$ cat src/rtl/core/crq_pkg.sv
`timescale 1ns / 1ps
// ----------------------------------------------------------------------------
// crq_pkg
// Shared types, sizes and operation codes of the credit request queue.
// ----------------------------------------------------------------------------
package crq_pkg;

    // Storage geometry
    localparam int DEPTH     = 16;
    localparam int IDX_W     = $clog2(DEPTH);
    localparam int CNT_W     = $clog2(DEPTH + 1);
    localparam int ADDR_BITS = 32;
    localparam int LIMIT_W   = 5;
    // entries + reserved + 1 never needs more than this
    localparam int SUM_W     = LIMIT_W + 2;

    localparam logic [LIMIT_W-1:0] MAX_SIZE_RESET = LIMIT_W'(16);

    // Operation codes
    localparam logic [2:0] OP_RESERVE  = 3'd0;
    localparam logic [2:0] OP_RELEASE  = 3'd1;
    localparam logic [2:0] OP_ALLOCATE = 3'd2;
    localparam logic [2:0] OP_ERASE    = 3'd3;
    localparam logic [2:0] OP_CONFLICT = 3'd4;
    localparam logic [2:0] OP_FIND     = 3'd5;
    localparam logic [2:0] OP_GET      = 3'd6;
    localparam logic [2:0] OP_CLEAR    = 3'd7;

    // Request beat
    typedef struct packed {
        logic [2:0]           req_type;
        logic [7:0]           entry_tag;
        logic [ADDR_BITS-1:0] block_address;
        logic [3:0]           request_kind;
        logic [3:0]           bank;
        logic [3:0]           position;
    } req_t;

    // Result beat
    typedef struct packed {
        logic         hit;
        logic [7:0]   found_tag;
        logic [3:0]   found_index;
        logic [4:0]   queue_size;
        logic [4:0]   reserved_count;
        logic [4:0]   available;
        logic         has_credit;
        logic         is_empty;
        logic         credit_error;
    } rsp_t;

    // Controller to datapath commands
    typedef struct packed {
        logic load;   // capture request and match vector
        logic exec;   // resolve match, update state, emit result
    } cmd_t;

endpackage

$ cat src/rtl/core/crq_ctrl.sv
`timescale 1ns / 1ps
// ----------------------------------------------------------------------------
// crq_ctrl
// Two-state sequencer: capture a request, then execute it.
// ----------------------------------------------------------------------------
module crq_ctrl
(
    input  logic          clk,
    input  logic          rst_n,
    input  logic          start,
    output logic          busy,
    output crq_pkg::cmd_t cmd
);

    localparam logic ST_IDLE = 1'b0;
    localparam logic ST_EXEC = 1'b1;

    logic state_reg;
    logic state_next;

    // Next state
    always_comb
    begin
        state_next = state_reg;
        unique case (state_reg)
            ST_IDLE:
            begin
                if (start)
                begin
                    state_next = ST_EXEC;
                end
            end
            ST_EXEC:
            begin
                state_next = ST_IDLE;
            end
            default:
            begin
                state_next = ST_IDLE;
            end
        endcase
    end

    always_ff @(posedge clk or negedge rst_n)
    begin
        if (!rst_n)
        begin
            state_reg <= ST_IDLE;
        end
        else
        begin
            state_reg <= state_next;
        end
    end

    // Commands to the datapath
    assign busy     = (state_reg == ST_EXEC);
    assign cmd.load = (state_reg == ST_IDLE) && start;
    assign cmd.exec = (state_reg == ST_EXEC);

endmodule

$ cat src/rtl/core/crq_datapath.sv
`timescale 1ns / 1ps
// ----------------------------------------------------------------------------
// crq_datapath
// Entry storage, parallel match, credit counters and result register.
// ----------------------------------------------------------------------------
module crq_datapath
(
    input  logic                           clk,
    input  logic                           rst_n,
    input  crq_pkg::cmd_t                  cmd,
    input  crq_pkg::req_t                  req,
    input  logic                           cfg_we,
    input  logic [crq_pkg::LIMIT_W-1:0]    cfg_wdata,
    output logic                           done,
    output crq_pkg::rsp_t                  rsp
);

    // Entry storage (no reset: only entries below the count are read)
    logic [7:0]                    tag_reg  [crq_pkg::DEPTH];
    logic [crq_pkg::ADDR_BITS-1:0] addr_reg [crq_pkg::DEPTH];
    logic [3:0]                    kind_reg [crq_pkg::DEPTH];
    logic [3:0]                    bank_reg [crq_pkg::DEPTH];

    logic [crq_pkg::CNT_W-1:0]   count_reg;
    logic [crq_pkg::CNT_W-1:0]   count_next;
    logic [crq_pkg::LIMIT_W-1:0] rsv_reg;
    logic [crq_pkg::LIMIT_W-1:0] rsv_next;
    logic [crq_pkg::LIMIT_W-1:0] max_reg;

    crq_pkg::req_t             req_reg;
    logic [crq_pkg::DEPTH-1:0] match_reg;
    logic [crq_pkg::DEPTH-1:0] match_next;

    logic          done_reg;
    crq_pkg::rsp_t rsp_reg;
    crq_pkg::rsp_t rsp_next;

    logic                        hit;
    logic                        err;
    logic                        any_match;
    logic [crq_pkg::IDX_W-1:0]   first_idx;
    logic [crq_pkg::IDX_W-1:0]   sel_idx;
    logic                        pos_ok;
    logic                        do_alloc;
    logic                        do_erase;
    logic [crq_pkg::SUM_W-1:0]   used_now;
    logic [crq_pkg::SUM_W-1:0]   used_new;
    logic [crq_pkg::SUM_W-1:0]   limit_ext;

    // Compare all valid entries against the incoming beat
    always_comb
    begin
        for (int i = 0; i < crq_pkg::DEPTH; i++)
        begin
            match_next[i] = 1'b0;
            if (crq_pkg::CNT_W'(i) < count_reg)
            begin
                case (req.req_type)
                    crq_pkg::OP_ERASE:
                        match_next[i] = (tag_reg[i] == req.entry_tag);
                    crq_pkg::OP_CONFLICT:
                        match_next[i] = (addr_reg[i] == req.block_address);
                    crq_pkg::OP_FIND:
                        match_next[i] = (kind_reg[i] == req.request_kind) &&
                                        (bank_reg[i] == req.bank);
                    default:
                        match_next[i] = 1'b0;
                endcase
            end
        end
    end

    // Oldest match
    always_comb
    begin
        first_idx = '0;
        for (int i = crq_pkg::DEPTH - 1; i >= 0; i--)
        begin
            if (match_reg[i])
            begin
                first_idx = crq_pkg::IDX_W'(i);
            end
        end
    end

    assign any_match = |match_reg;
    assign pos_ok    = ({1'b0, req_reg.position} < count_reg);
    assign limit_ext = crq_pkg::SUM_W'(max_reg);
    assign used_now  = crq_pkg::SUM_W'(count_reg) + crq_pkg::SUM_W'(rsv_reg);

    // Operation execute
    always_comb
    begin
        count_next = count_reg;
        rsv_next   = rsv_reg;
        hit        = 1'b0;
        err        = 1'b0;
        do_alloc   = 1'b0;
        do_erase   = 1'b0;
        sel_idx    = first_idx;
        unique case (req_reg.req_type) inside
            crq_pkg::OP_RESERVE:
            begin
                if (used_now + crq_pkg::SUM_W'(1) > limit_ext)
                    err = 1'b1;
                else
                    rsv_next = rsv_reg + crq_pkg::LIMIT_W'(1);
            end
            crq_pkg::OP_RELEASE:
            begin
                if ((rsv_reg == '0) || (used_now - crq_pkg::SUM_W'(1) > limit_ext))
                    err = 1'b1;
                else
                    rsv_next = rsv_reg - crq_pkg::LIMIT_W'(1);
            end
            crq_pkg::OP_ALLOCATE:
            begin
                if ((count_reg >= crq_pkg::CNT_W'(crq_pkg::DEPTH)) ||
                    (used_now + crq_pkg::SUM_W'(1) > limit_ext))
                begin
                    err = 1'b1;
                end
                else
                begin
                    do_alloc   = 1'b1;
                    count_next = count_reg + crq_pkg::CNT_W'(1);
                end
            end
            crq_pkg::OP_ERASE:
            begin
                hit = any_match;
                if (any_match)
                begin
                    do_erase   = 1'b1;
                    count_next = count_reg - crq_pkg::CNT_W'(1);
                end
            end
            crq_pkg::OP_CONFLICT, crq_pkg::OP_FIND:
            begin
                hit = any_match;
            end
            crq_pkg::OP_GET:
            begin
                hit     = pos_ok;
                sel_idx = req_reg.position[crq_pkg::IDX_W-1:0];
            end
            default:
            begin
                count_next = '0;
            end
        endcase
    end

    // Result beat
    assign used_new = crq_pkg::SUM_W'(count_next) + crq_pkg::SUM_W'(rsv_next);

    always_comb
    begin
        rsp_next.hit            = hit;
        rsp_next.found_tag      = hit ? tag_reg[sel_idx] : 8'd0;
        rsp_next.found_index    = hit ? 4'(sel_idx) : 4'd0;
        rsp_next.queue_size     = 5'(count_next);
        rsp_next.reserved_count = 5'(rsv_next);
        rsp_next.available      = (used_new < limit_ext) ?
                                  5'(limit_ext - used_new) : 5'd0;
        rsp_next.has_credit     = (used_new < limit_ext);
        rsp_next.is_empty       = (count_next == '0);
        rsp_next.credit_error   = err;
    end

    // Control registers
    always_ff @(posedge clk or negedge rst_n)
    begin
        if (!rst_n)
        begin
            count_reg <= '0;
            rsv_reg   <= '0;
            max_reg   <= crq_pkg::MAX_SIZE_RESET;
            done_reg  <= 1'b0;
        end
        else
        begin
            done_reg <= cmd.exec;
            if (cfg_we)
            begin
                max_reg <= cfg_wdata;
            end
            if (cmd.exec)
            begin
                count_reg <= count_next;
                rsv_reg   <= rsv_next;
            end
        end
    end

    // Captured request, match vector and result
    always_ff @(posedge clk)
    begin
        if (cmd.load)
        begin
            req_reg   <= req;
            match_reg <= match_next;
        end
        if (cmd.exec)
        begin
            rsp_reg <= rsp_next;
        end
    end

    // Storage update: append at the tail, or shift down over the erased slot
    always_ff @(posedge clk)
    begin
        if (cmd.exec)
        begin
            if (do_alloc)
            begin
                tag_reg[count_reg[crq_pkg::IDX_W-1:0]]  <= req_reg.entry_tag;
                addr_reg[count_reg[crq_pkg::IDX_W-1:0]] <= req_reg.block_address;
                kind_reg[count_reg[crq_pkg::IDX_W-1:0]] <= req_reg.request_kind;
                bank_reg[count_reg[crq_pkg::IDX_W-1:0]] <= req_reg.bank;
            end
            else if (do_erase)
            begin
                for (int i = 0; i < crq_pkg::DEPTH - 1; i++)
                begin
                    if (crq_pkg::IDX_W'(i) >= first_idx)
                    begin
                        tag_reg[i]  <= tag_reg[i + 1];
                        addr_reg[i] <= addr_reg[i + 1];
                        kind_reg[i] <= kind_reg[i + 1];
                        bank_reg[i] <= bank_reg[i + 1];
                    end
                end
            end
        end
    end

    assign done = done_reg;
    assign rsp  = rsp_reg;

endmodule

$ cat src/rtl/core/credit_request_queue.sv
`timescale 1ns / 1ps
// ----------------------------------------------------------------------------
// credit_request_queue
// Ordered request queue with credit accounting, in front of a cache bank.
// ----------------------------------------------------------------------------
// A request beat is taken when start is high and busy is low. Every request
// passes a capture step and an execute step: the capture step compares the beat
// against all 16 entries in parallel and registers the match vector, the
// execute step picks the oldest match, updates the storage and counters and
// registers the result. The result beat appears on rsp with done high for
// exactly one cycle, the cycle after the execute step; there is no
// backpressure, so sample it then. A new request can be taken in the same
// cycle that done is high, but not while busy is high. max_size may be
// written through cfg_we/cfg_wdata only while no request is in flight.
// ----------------------------------------------------------------------------
module credit_request_queue
(
    input  logic                           clk,
    input  logic                           rst_n,
    input  logic                           start,
    output logic                           busy,
    input  crq_pkg::req_t                  req,
    input  logic                           cfg_we,
    input  logic [crq_pkg::LIMIT_W-1:0]    cfg_wdata,
    output logic                           done,
    output crq_pkg::rsp_t                  rsp
);

    crq_pkg::cmd_t cmd;

    // Sequencer
    crq_ctrl u_ctrl
    (
        .clk   (clk),
        .rst_n (rst_n),
        .start (start),
        .busy  (busy),
        .cmd   (cmd)
    );

    // Storage and result path
    crq_datapath u_datapath
    (
        .clk       (clk),
        .rst_n     (rst_n),
        .cmd       (cmd),
        .req       (req),
        .cfg_we    (cfg_we),
        .cfg_wdata (cfg_wdata),
        .done      (done),
        .rsp       (rsp)
    );

endmodule
$ cat config.mk
export PLATFORM = sky130hd
export DESIGN_NAME = credit_request_queue
export DESIGN_NICKNAME = d
export VERILOG_FILES = /design/src/rtl/core/crq_pkg.sv /design/src/rtl/core/crq_ctrl.sv /design/src/rtl/core/crq_datapath.sv /design/src/rtl/core/credit_request_queue.sv
export SDC_FILE = /design/constraint.sdc
export NUM_CORES = 2
export LEC_CHECK = 0
export ABC_AREA = 1
export BUFFER_PORTS_ARGS = -buffer_cell sky130_fd_sc_hd__buf_4
export CORE_UTILIZATION = 40
export CTS_CLUSTER_DIAMETER = 120
export DETAILED_ROUTE_END_ITERATION = 10
export GPL_ROUTABILITY_DRIVEN = 0
export GPL_TIMING_DRIVEN = 1
export SYNTH_ARGS = -nofsm -noshare
export SYNTH_HDL_FRONTEND = slang
export SYNTH_SLANG_ARGS = --single-unit
export TNS_END_PERCENT = 1
$ cat constraint.sdc
create_clock -name clk -period 6.8 [get_ports clk]
set_clock_uncertainty 0.2 [all_clocks]
set_input_delay 0.68 -clock clk [delete_from_list [all_inputs] [get_ports clk]]
set_output_delay 0.68 -clock clk [all_outputs]
set_load 0.02 [all_outputs]
# Word-level counts from Yosys, hierarchy flattened
# Memories as Yosys holds them, arrays and structs flattened. A register that Yosys moved wholly into a read port is not among the register bits.
# Cells that the tools add are included.
[word_totals] reg_bits=111 ramBits=768 in_bits=64 out_inout_bits=33 elab_cells=328 memories=4
[mem_list] memory="u_datapath.addr_reg" depth=16 word_bits=32 read_ports=16 rd_clocked_by_memory_dff=0 write_ports=15 line_no="crq_datapath.sv:20" source="logic [crq_pkg::ADDR_BITS-1:0] addr_reg [crq_pkg::DEPTH];"
[mem_list] memory="u_datapath.tag_reg" depth=16 word_bits=8 read_ports=17 rd_clocked_by_memory_dff=1 write_ports=15 line_no="crq_datapath.sv:19" source="logic [7:0] tag_reg [crq_pkg::DEPTH];"
[mem_list] memory="u_datapath.bank_reg" depth=16 word_bits=4 read_ports=16 rd_clocked_by_memory_dff=0 write_ports=15 line_no="crq_datapath.sv:22" source="logic [3:0] bank_reg [crq_pkg::DEPTH];"
[mem_list] memory="u_datapath.kind_reg" depth=16 word_bits=4 read_ports=16 rd_clocked_by_memory_dff=0 write_ports=15 line_no="crq_datapath.sv:21" source="logic [3:0] kind_reg [crq_pkg::DEPTH];"
[op_classes] add_sub_neg=9 order_cmp=36 eq_ne=73 mux=140 bitwise_logic=1 reduce_logical=30
[op_table] op="$eq 32x32->1" n=16
[op_table] op="$eq 4x4->1" n=32
[op_table] op="$eq 8x8->1" n=16
[op_table] op="$mux 4" n=23
[op_table] op="$mux 1" n=90
[op_table] op="$pmux 1 s3" n=17
[op_table] op="$lt 4x5->1 const A" n=8
[op_table] op="$mux 32" n=1
[op_table] op="$reduce_or 32->1" n=1
[op_table] op="$ge 4x4->1 const A" n=7
[op_table] op="$lt 3x5->1 const A" n=4
[op_table] op="$mux 5" n=4
[op_table] op="$logic_and 1x1->1" n=17
[op_table] op="$ge 3x4->1 const A" n=4
[op_table] op="$reduce_or 16->1" n=1
[op_table] op="$eq 3x3->1 const B" n=5
[op_table] op="$pmux 5 s3" n=1
[op_table] op="$gt 7x5->1" n=2
[op_table] op="$add 5x5->6" n=2
[op_table] op="$add 5x1->5 const B" n=2
[op_table] op="$logic_not 5->1" n=2
[op_table] op="$lt 1x5->1 const A" n=2
[op_table] op="$lt 2x5->1 const A" n=2
[op_table] op="$pmux 5 s2" n=1
[op_table] op="other kinds (21)" n=29

# Logic depth before layout (Yosys ltp)
[depth] ltp_word=24 depth_mapped=34

# Hierarchy
# From an unflattened synthesis, not the netlist that was laid out.
[unflattened] hier_cells=5112 hier_area_um2=48166.2
[modules_own_cells] module="crq_datapath" instances=1 cells_per_inst=5107 area_each_um2=48116.1 seq_area_each_um2=26526.7
[modules_own_cells] module="crq_ctrl" instances=1 cells_per_inst=5 area_each_um2=50.0 seq_area_each_um2=25.0

# Worst setup path after synthesis
# OpenSTA, ideal clock, no wires.
[synth_timing] path_type="register -> register" from="register u_datapath.count_reg[1] (netlist name)" to="memory u_datapath.addr_reg[6][0] (netlist name) (enable)" setup_ns=0.520 arrival_time_ns=6.618 required_time_ns=6.080 slack_ns=-0.538 path_stages_with_launch=19 path_buffers=0 synth_period_minus_slack_ns=7.338 path_cell_list="dfrtp_1 inv_1 fa_1 o21ai_1 xor2_1 xor2_1 inv_1 ha_1 a21oi_1 a32oi_1 a21oi_1 nand2_2 nor2_1 inv_2 nor4_2 nand2_1 inv_1 nand3_1 o21ai_0"
[synth_lines] item="start: declaration" line_no="crq_datapath.sv:24" source="logic [crq_pkg::CNT_W-1:0] count_reg;"
[synth_lines] item="start signal: assignment" line_no="crq_datapath.sv:190" source="count_reg <= count_next;"
[synth_lines] item="end: declaration" line_no="crq_datapath.sv:20"

# Worst setup path after layout
[layout_timing] from="register u_datapath.count_reg[2] (netlist name)" to="register u_datapath.rsp_reg, in the netlist u_datapath.rsp[6], data pin"
[layout_between] elab_chain_len=8
[layout_lines] item="$add 5x5->6" line_no="crq_datapath.sv:89" source="assign used_now = crq_pkg::SUM_W'(count_reg) + crq_pkg::SUM_W'(rsv_reg);"
[layout_lines] item="$add 7x1->7" line_no="crq_datapath.sv:119" source="(used_now + crq_pkg::SUM_W'(1) > limit_ext))"
[layout_lines] item="$gt 7x5->1" line_no="crq_datapath.sv:119"
[layout_lines] item="$logic_or 1x1->1" line_no="crq_datapath.sv:118" source="if ((count_reg >= crq_pkg::CNT_W'(crq_pkg::DEPTH)) ||"
[layout_lines] item="$mux 5" line_no="crq_datapath.sv:118"
[layout_lines] item="$pmux 5 s3 *" line_no="crq_datapath.sv:101" source="unique case (req_reg.req_type) inside"
[layout_lines] item="named net u_datapath.count_next (one bit)" line_no="crq_datapath.sv:25" source="logic [crq_pkg::CNT_W-1:0] count_next;"
[layout_lines] item="$add 5x5->6 *" line_no="crq_datapath.sv:155" source="assign used_new = crq_pkg::SUM_W'(count_next) + crq_pkg::SUM_W'(rsv_next);"
[layout_lines] item="$sub 5x5->5 or $lt 6x5->1 (tied branches)" line_no="crq_datapath.sv:165, crq_datapath.sv:164"
[layout_lines] item="end signal: assignment" line_no="crq_datapath.sv:206" source="rsp_reg <= rsp_next;"
[layout_lines] item="end: declaration" line_no="crq_datapath.sv:35" source="crq_pkg::rsp_t rsp_reg;"
# Mark *: on every way through the listed nets, which the timed path passes. The rest lies on a longest branch.
# A chain may end at the register's enable or synchronous reset.

==> report_table.html <==
<table>
<tr><th>Metric</th><th>Value</th></tr>
<tr><th colspan="2">Floorplan</th></tr>
<tr><td>Num ports</td><td>a little under 100</td></tr>
<tr><td>Vertical die dimension</td><td>348 um</td></tr>
<tr><td>Core footprint</td><td>0.118 mm2</td></tr>
<tr><td>Horiz. Die Dim</td><td>348 um</td></tr>
<tr><td>Die footprint</td><td>0.121 mm2</td></tr>
<tr><td>Row Count</td><td>126</td></tr>
<tr><td>Initial core utilization</td><td>approximately two fifths</td></tr>
<tr><th colspan="2">Pwr</th></tr>
<tr><td>Net Sw Frac</td><td>29.6%</td></tr>
<tr><td>Cell internal power dissipation</td><td>between 10000 and 15000 uW</td></tr>
<tr><td>Overall Power</td><td>between 10000 and 15000 uW</td></tr>
<tr><td>Proportion of power drawn by combinational gates</td><td>between 10% and 20%</td></tr>
<tr><td>Clock network fraction of design power</td><td>37.4%</td></tr>
<tr><td>Areal power density over the cells</td><td>275 mW/mm2</td></tr>
<tr><td>Net switching power</td><td>4320 uW</td></tr>
<tr><td>Leakage</td><td>0.0193 uW</td></tr>
<tr><td>Largest voltage drop on the vdd net</td><td>0.211 mV</td></tr>
<tr><td>Part of the power in registers</td><td>approximately 45%</td></tr>
<tr><th colspan="2">Finish</th></tr>
<tr><td>Area Overhead vs Synth</td><td>11.4%</td></tr>
<tr><td>Final Core Density</td><td>between 40 and 50%</td></tr>
<tr><td>Share of post-route cells with drive strength above 1</td><td>7.99%</td></tr>
<tr><td>Max FFs per register</td><td>approximately 510</td></tr>
<tr><td>Final non-filler cell area</td><td>0.0532 mm2</td></tr>
<tr><td>Total number of nets in the final design</td><td>about 5000</td></tr>
<tr><th colspan="2">Timing</th></tr>
<tr><td>Final Hold Vio Count</td><td>0</td></tr>
<tr><td>Post-Route Setup TNS</td><td>0 ps</td></tr>
<tr><td>Worst slew margin relative to its limit</td><td>18.5%</td></tr>
<tr><td>Fmax achieved</td><td>0.168 GHz</td></tr>
<tr><td>Setup repair after global routing missed its margin</td><td>false</td></tr>
<tr><td>Ratio of final minimum period to clock period</td><td>roughly 90%</td></tr>
<tr><td>Min setup slack post-route</td><td>roughly 850 ps</td></tr>
<tr><td>Slew of the pin with the lowest slew margin</td><td>1210 ps</td></tr>
<tr><td>Final number of setup-violating endpoints</td><td>0</td></tr>
<tr><td>Final worst path period need</td><td>5950 ps</td></tr>
<tr><td>Max-slew violations</td><td>0</td></tr>
<tr><th colspan="2">Route</th></tr>
<tr><td>Count of TritonRoute iterations in the first routing pass</td><td>9</td></tr>
<tr><td>Antenna-violating nets left</td><td>0</td></tr>
<tr><td>Mean routed wirelength per cell</td><td>27.7 um</td></tr>
<tr><td># DRC</td><td>0</td></tr>
<tr><td>Detail-routed via count per cell</td><td>approximately 6</td></tr>
<tr><td>Drt total wl</td><td>roughly 180000 um</td></tr>
<tr><td>DRT iter0 DRCs</td><td>~5700</td></tr>
<tr><td>Via count</td><td>between 30000 and 40000</td></tr>
<tr><th colspan="2">Setup path</th></tr>
<tr><td>Category of the worst setup path launch point</td><td>register</td></tr>
<tr><td>Arrival time worst endpoint</td><td>6170 ps</td></tr>
<tr><td>Startpoint of the lowest-slack register-to-register path</td><td>u_datapath.count_reg[2]$_DFFE_PN0P_</td></tr>
<tr><td>Crit path buf inv count</td><td>6</td></tr>
<tr><td>Type of element capturing the critical path</td><td>register</td></tr>
<tr><td>Top Family by Delay on Critical Path</td><td>compound AO/OA/AOI/OAI gates</td></tr>
<tr><td>Reg-to-reg endpoint</td><td>u_datapath.rsp[6]$_SDFFCE_PP0P_</td></tr>
<tr><td>Stage delay of the slowest cell on the critical path</td><td>640 ps</td></tr>
<tr><td>Largest driver fanout on the critical path</td><td>11</td></tr>
<tr><td>Most frequent CP cell</td><td>sky130_fd_sc_hd__nand2_1</td></tr>
<tr><td>Data required time of the worst path</td><td>7020 ps</td></tr>
<tr><td>CP Class</td><td>register to register</td></tr>
<tr><td>Highest-delay cell along the critical path</td><td>sky130_fd_sc_hd__dfrtp_1</td></tr>
<tr><td>Register-to-register setup slack</td><td>850 ps</td></tr>
<tr><td>Worst reg2reg path depth</td><td>33</td></tr>
<tr><th colspan="2">Synthesis</th></tr>
<tr><td>Post-synth ARST share</td><td>1.92%</td></tr>
<tr><td>EDFF count, synth</td><td>870</td></tr>
<tr><td>Synth Net Count</td><td>5160</td></tr>
<tr><td>Top flip-flop cell by instance count after synthesis</td><td>sky130_fd_sc_hd__edfxtp_1</td></tr>
<tr><td>Post-synthesis sequential element count</td><td>887</td></tr>
<tr><td>Post-synthesis instance total</td><td>around 5100</td></tr>
<tr><td>Largest cells by area after synthesis</td><td>sky130_fd_sc_hd__edfxtp_1 55%, sky130_fd_sc_hd__nand2_1 7.7%, sky130_fd_sc_hd__o21ai_0 7.0%</td></tr>
<tr><td>Average cell area after synthesis</td><td>9.45 um2</td></tr>
<tr><td>Warnings from Yosys</td><td>0</td></tr>
<tr><td>Sequential fraction of the synthesis area</td><td>between 50% and 60%</td></tr>
<tr><td>Unique cell type count in the Yosys netlist</td><td>64</td></tr>
<tr><td>Fraction of synthesized cell area taken by the top area cell type</td><td>a little over half</td></tr>
<tr><td>Cell type with the largest total area after synthesis</td><td>sky130_fd_sc_hd__edfxtp_1</td></tr>
<tr><td>Post-synth design cell area</td><td>0.0478 mm2</td></tr>
<tr><th colspan="2">Clocking</th></tr>
<tr><td>Setup Buffers After CTS</td><td>0</td></tr>
<tr><td>Clock transition time at the flip-flop clock pins of the worst setup and hold paths</td><td>60 ps</td></tr>
<tr><td>CTS tree</td><td>built</td></tr>
<tr><td>Clock Latency Late Sink</td><td>700 ps</td></tr>
<tr><td>TritonCTS Buffers</td><td>97</td></tr>
<tr><td>Maximum count of clock buffers along a single path</td><td>3</td></tr>
<tr><td>Count of H-tree levels built during CTS</td><td>3</td></tr>
<tr><td>TritonCTS Sinks</td><td>roughly 900</td></tr>
<tr><td>Number of hold-repair buffers added at the cts stage</td><td>8</td></tr>
<tr><td>CTS root buf</td><td>sky130_fd_sc_hd__clkbuf_16</td></tr>
<tr><td>PostCTS Resize Cnt</td><td>0</td></tr>
<tr><th colspan="2">Worst hold path</th></tr>
<tr><td>Startpoint of the worst hold path</td><td>cfg_wdata[4]</td></tr>
<tr><td>Class of the most critical hold timing path</td><td>input port to register</td></tr>
<tr><td>Worst hold path depth</td><td>3</td></tr>
<tr><td>Worst hold endpoint</td><td>u_datapath.max_reg[4]$_DFFE_PN1P_</td></tr>
<tr><th colspan="2">Placed design</th></tr>
<tr><td>Area post-placement</td><td>0.0499 mm2</td></tr>
<tr><td>I/O Buffers</td><td>96</td></tr>
<tr><td>Post-placement worst setup slack</td><td>approximately 950 ps</td></tr>
<tr><td>Placed wire-length estimate after detailed placement</td><td>124000 um</td></tr>
<tr><th colspan="2">Global routing</th></tr>
<tr><td>Wire length of the first global-routing pass</td><td>260000 um</td></tr>
<tr><td>Pin count of the biggest net entering global routing</td><td>100</td></tr>
<tr><td>Number of global-route vias before repair</td><td>roughly 36000</td></tr>
<tr><td>Initial antenna violation count</td><td>10</td></tr>
<tr><td>Total routing usage reported by global routing</td><td>approximately 30%</td></tr>
<tr><td>Congestion Overflow GR</td><td>0</td></tr>
<tr><th colspan="2">Status</th></tr>
<tr><td>Result of the run</td><td>finished, final reports clean</td></tr>
<tr><th colspan="2">Job</th></tr>
<tr><td>Max-cap violations</td><td>0</td></tr>
</table>
## how the worst max path moves through the flow
stage / from / to / slack, ps / depth (start not counted)
after floorplan: u_datapath.count_reg[1]$_DFFE_PN0P_ / u_datapath.addr_reg[6][0]$_DFFE_PP_ / -540 / 18
after global placement: u_datapath.count_reg[2]$_DFFE_PN0P_ / u_datapath.rsp[6]$_SDFFCE_PP0P_ / 1020 / 33
after detailed placement: u_datapath.count_reg[2]$_DFFE_PN0P_ / u_datapath.rsp[4]$_SDFFCE_PP0P_ / 950 / 33
after CTS: u_datapath.count_reg[2]$_DFFE_PN0P_ / u_datapath.rsp[4]$_SDFFCE_PP0P_ / 920 / 33
after global routing: u_datapath.count_reg[2]$_DFFE_PN0P_ / u_datapath.rsp[2]$_DFFE_PP_ / 500 / 33
final: u_datapath.count_reg[2]$_DFFE_PN0P_ / u_datapath.rsp[6]$_SDFFCE_PP0P_ / 850 / 33
## Yosys cell counts (all sizes together), types with 16 or more instances
library cell  number
a21oi            175
a221oi            78
buf               87
clkbuf           244
dfrtp             16
edfxtp           870
ha                39
inv              469
nand2            987
nand3            204
nand4             52
nor2             310
nor3              49
nor4              86
o211ai            20
o21ai            696
o22ai            130
or2               60
xnor2            192
xor2             173
## per-layer routing
metal	GRT usage [%]	up-vias	wire length, um
li1	-	17474	-
met1	39.1	19154	70000
met2	44.5	2690	79400
met3	7.85	496	22600
met4	16.0	10	10900
met5	0	-	66
## power by group through the flow
stage / sequential (uW) / combinational (uW) / clock, uW
final: 6510 / 2650 / 5460
after global routing: 6520 / 2910 / 5660
after detailed placement: 6610 / 2580 / 0
after global placement: 6610 / 2540 / 0
after floorplan: 6580 / 1710 / 0
after CTS: 6500 / 2600 / 5470
## kinds of logic after synthesis
kind of cell / share of synthesized area [%]
xor+xnor: 6.69
flops: 55.6
buf+inv: 6.55
compound gates: 14.1
simple gates: 15.9
fa+ha+maj: 1.15
## cell type report
cell class / instances / area [um2]
clock inverters: 51 / 543
flip-flops and latches: 887 / 26600
clock buffers: 127 / 2660
repair buffers: 165 / 1360
diodes: 5 / 12.5
inverters: 478 / 1790
well taps: 1536 / 1920
fillers: 11235 / 65000
multi-input cells: 3358 / 18400
## worst min-delay path: stages
cell                      delay, ps
sky130_fd_sc_hd__buf_4           80
sky130_fd_sc_hd__nand2_1         40
sky130_fd_sc_hd__o21ai_0         60
## per-stage QoR
step / hold slack [ps] / instances
after floorplan: 184 / 5054
after global placement: 230 / 6416
after detailed placement: 238 / 6416
after CTS: 3.39 / 6602
after global routing: 33.9 / 6602
final: 22.6 / 6607
## cell usage in the layout, fill, tap and decap left out, types with 11 or more instances in the layout
| cell type | Yosys | layout |
|---|---|---|
| sky130_fd_sc_hd__a2111oi_0 | 13 | 12 |
| sky130_fd_sc_hd__o22ai_1 | 130 | 129 |
| sky130_fd_sc_hd__o211ai_1 | 20 | 20 |
| sky130_fd_sc_hd__xor2_1 | 173 | 173 |
| sky130_fd_sc_hd__nand2_1 | 985 | 978 |
| sky130_fd_sc_hd__nand3_1 | 203 | 203 |
| sky130_fd_sc_hd__clkbuf_1 | 244 | 23 |
| sky130_fd_sc_hd__inv_1 | 460 | 460 |
| sky130_fd_sc_hd__edfxtp_1 | 870 | 870 |
| sky130_fd_sc_hd__nor3_1 | 47 | 46 |
| sky130_fd_sc_hd__buf_4 | 5 | 149 |
| sky130_fd_sc_hd__o21ai_0 | 670 | 662 |
| sky130_fd_sc_hd__o21ai_1 | 25 | 22 |
| sky130_fd_sc_hd__clkbuf_16 | 0 | 101 |
| sky130_fd_sc_hd__or2_2 | 58 | 58 |
| sky130_fd_sc_hd__ha_1 | 39 | 39 |
| sky130_fd_sc_hd__nand4_1 | 52 | 52 |
| sky130_fd_sc_hd__nor2_1 | 305 | 303 |
| sky130_fd_sc_hd__clkinv_2 | 0 | 13 |
| sky130_fd_sc_hd__o21ai_4 | 0 | 11 |
| sky130_fd_sc_hd__a221oi_1 | 78 | 78 |
| sky130_fd_sc_hd__nor4_1 | 85 | 85 |
| sky130_fd_sc_hd__clkinv_1 | 9 | 30 |
| sky130_fd_sc_hd__dfrtp_1 | 16 | 15 |
| sky130_fd_sc_hd__a21oi_1 | 173 | 173 |
| sky130_fd_sc_hd__xnor2_1 | 192 | 192 |
(Power assumes the default switching activity.)
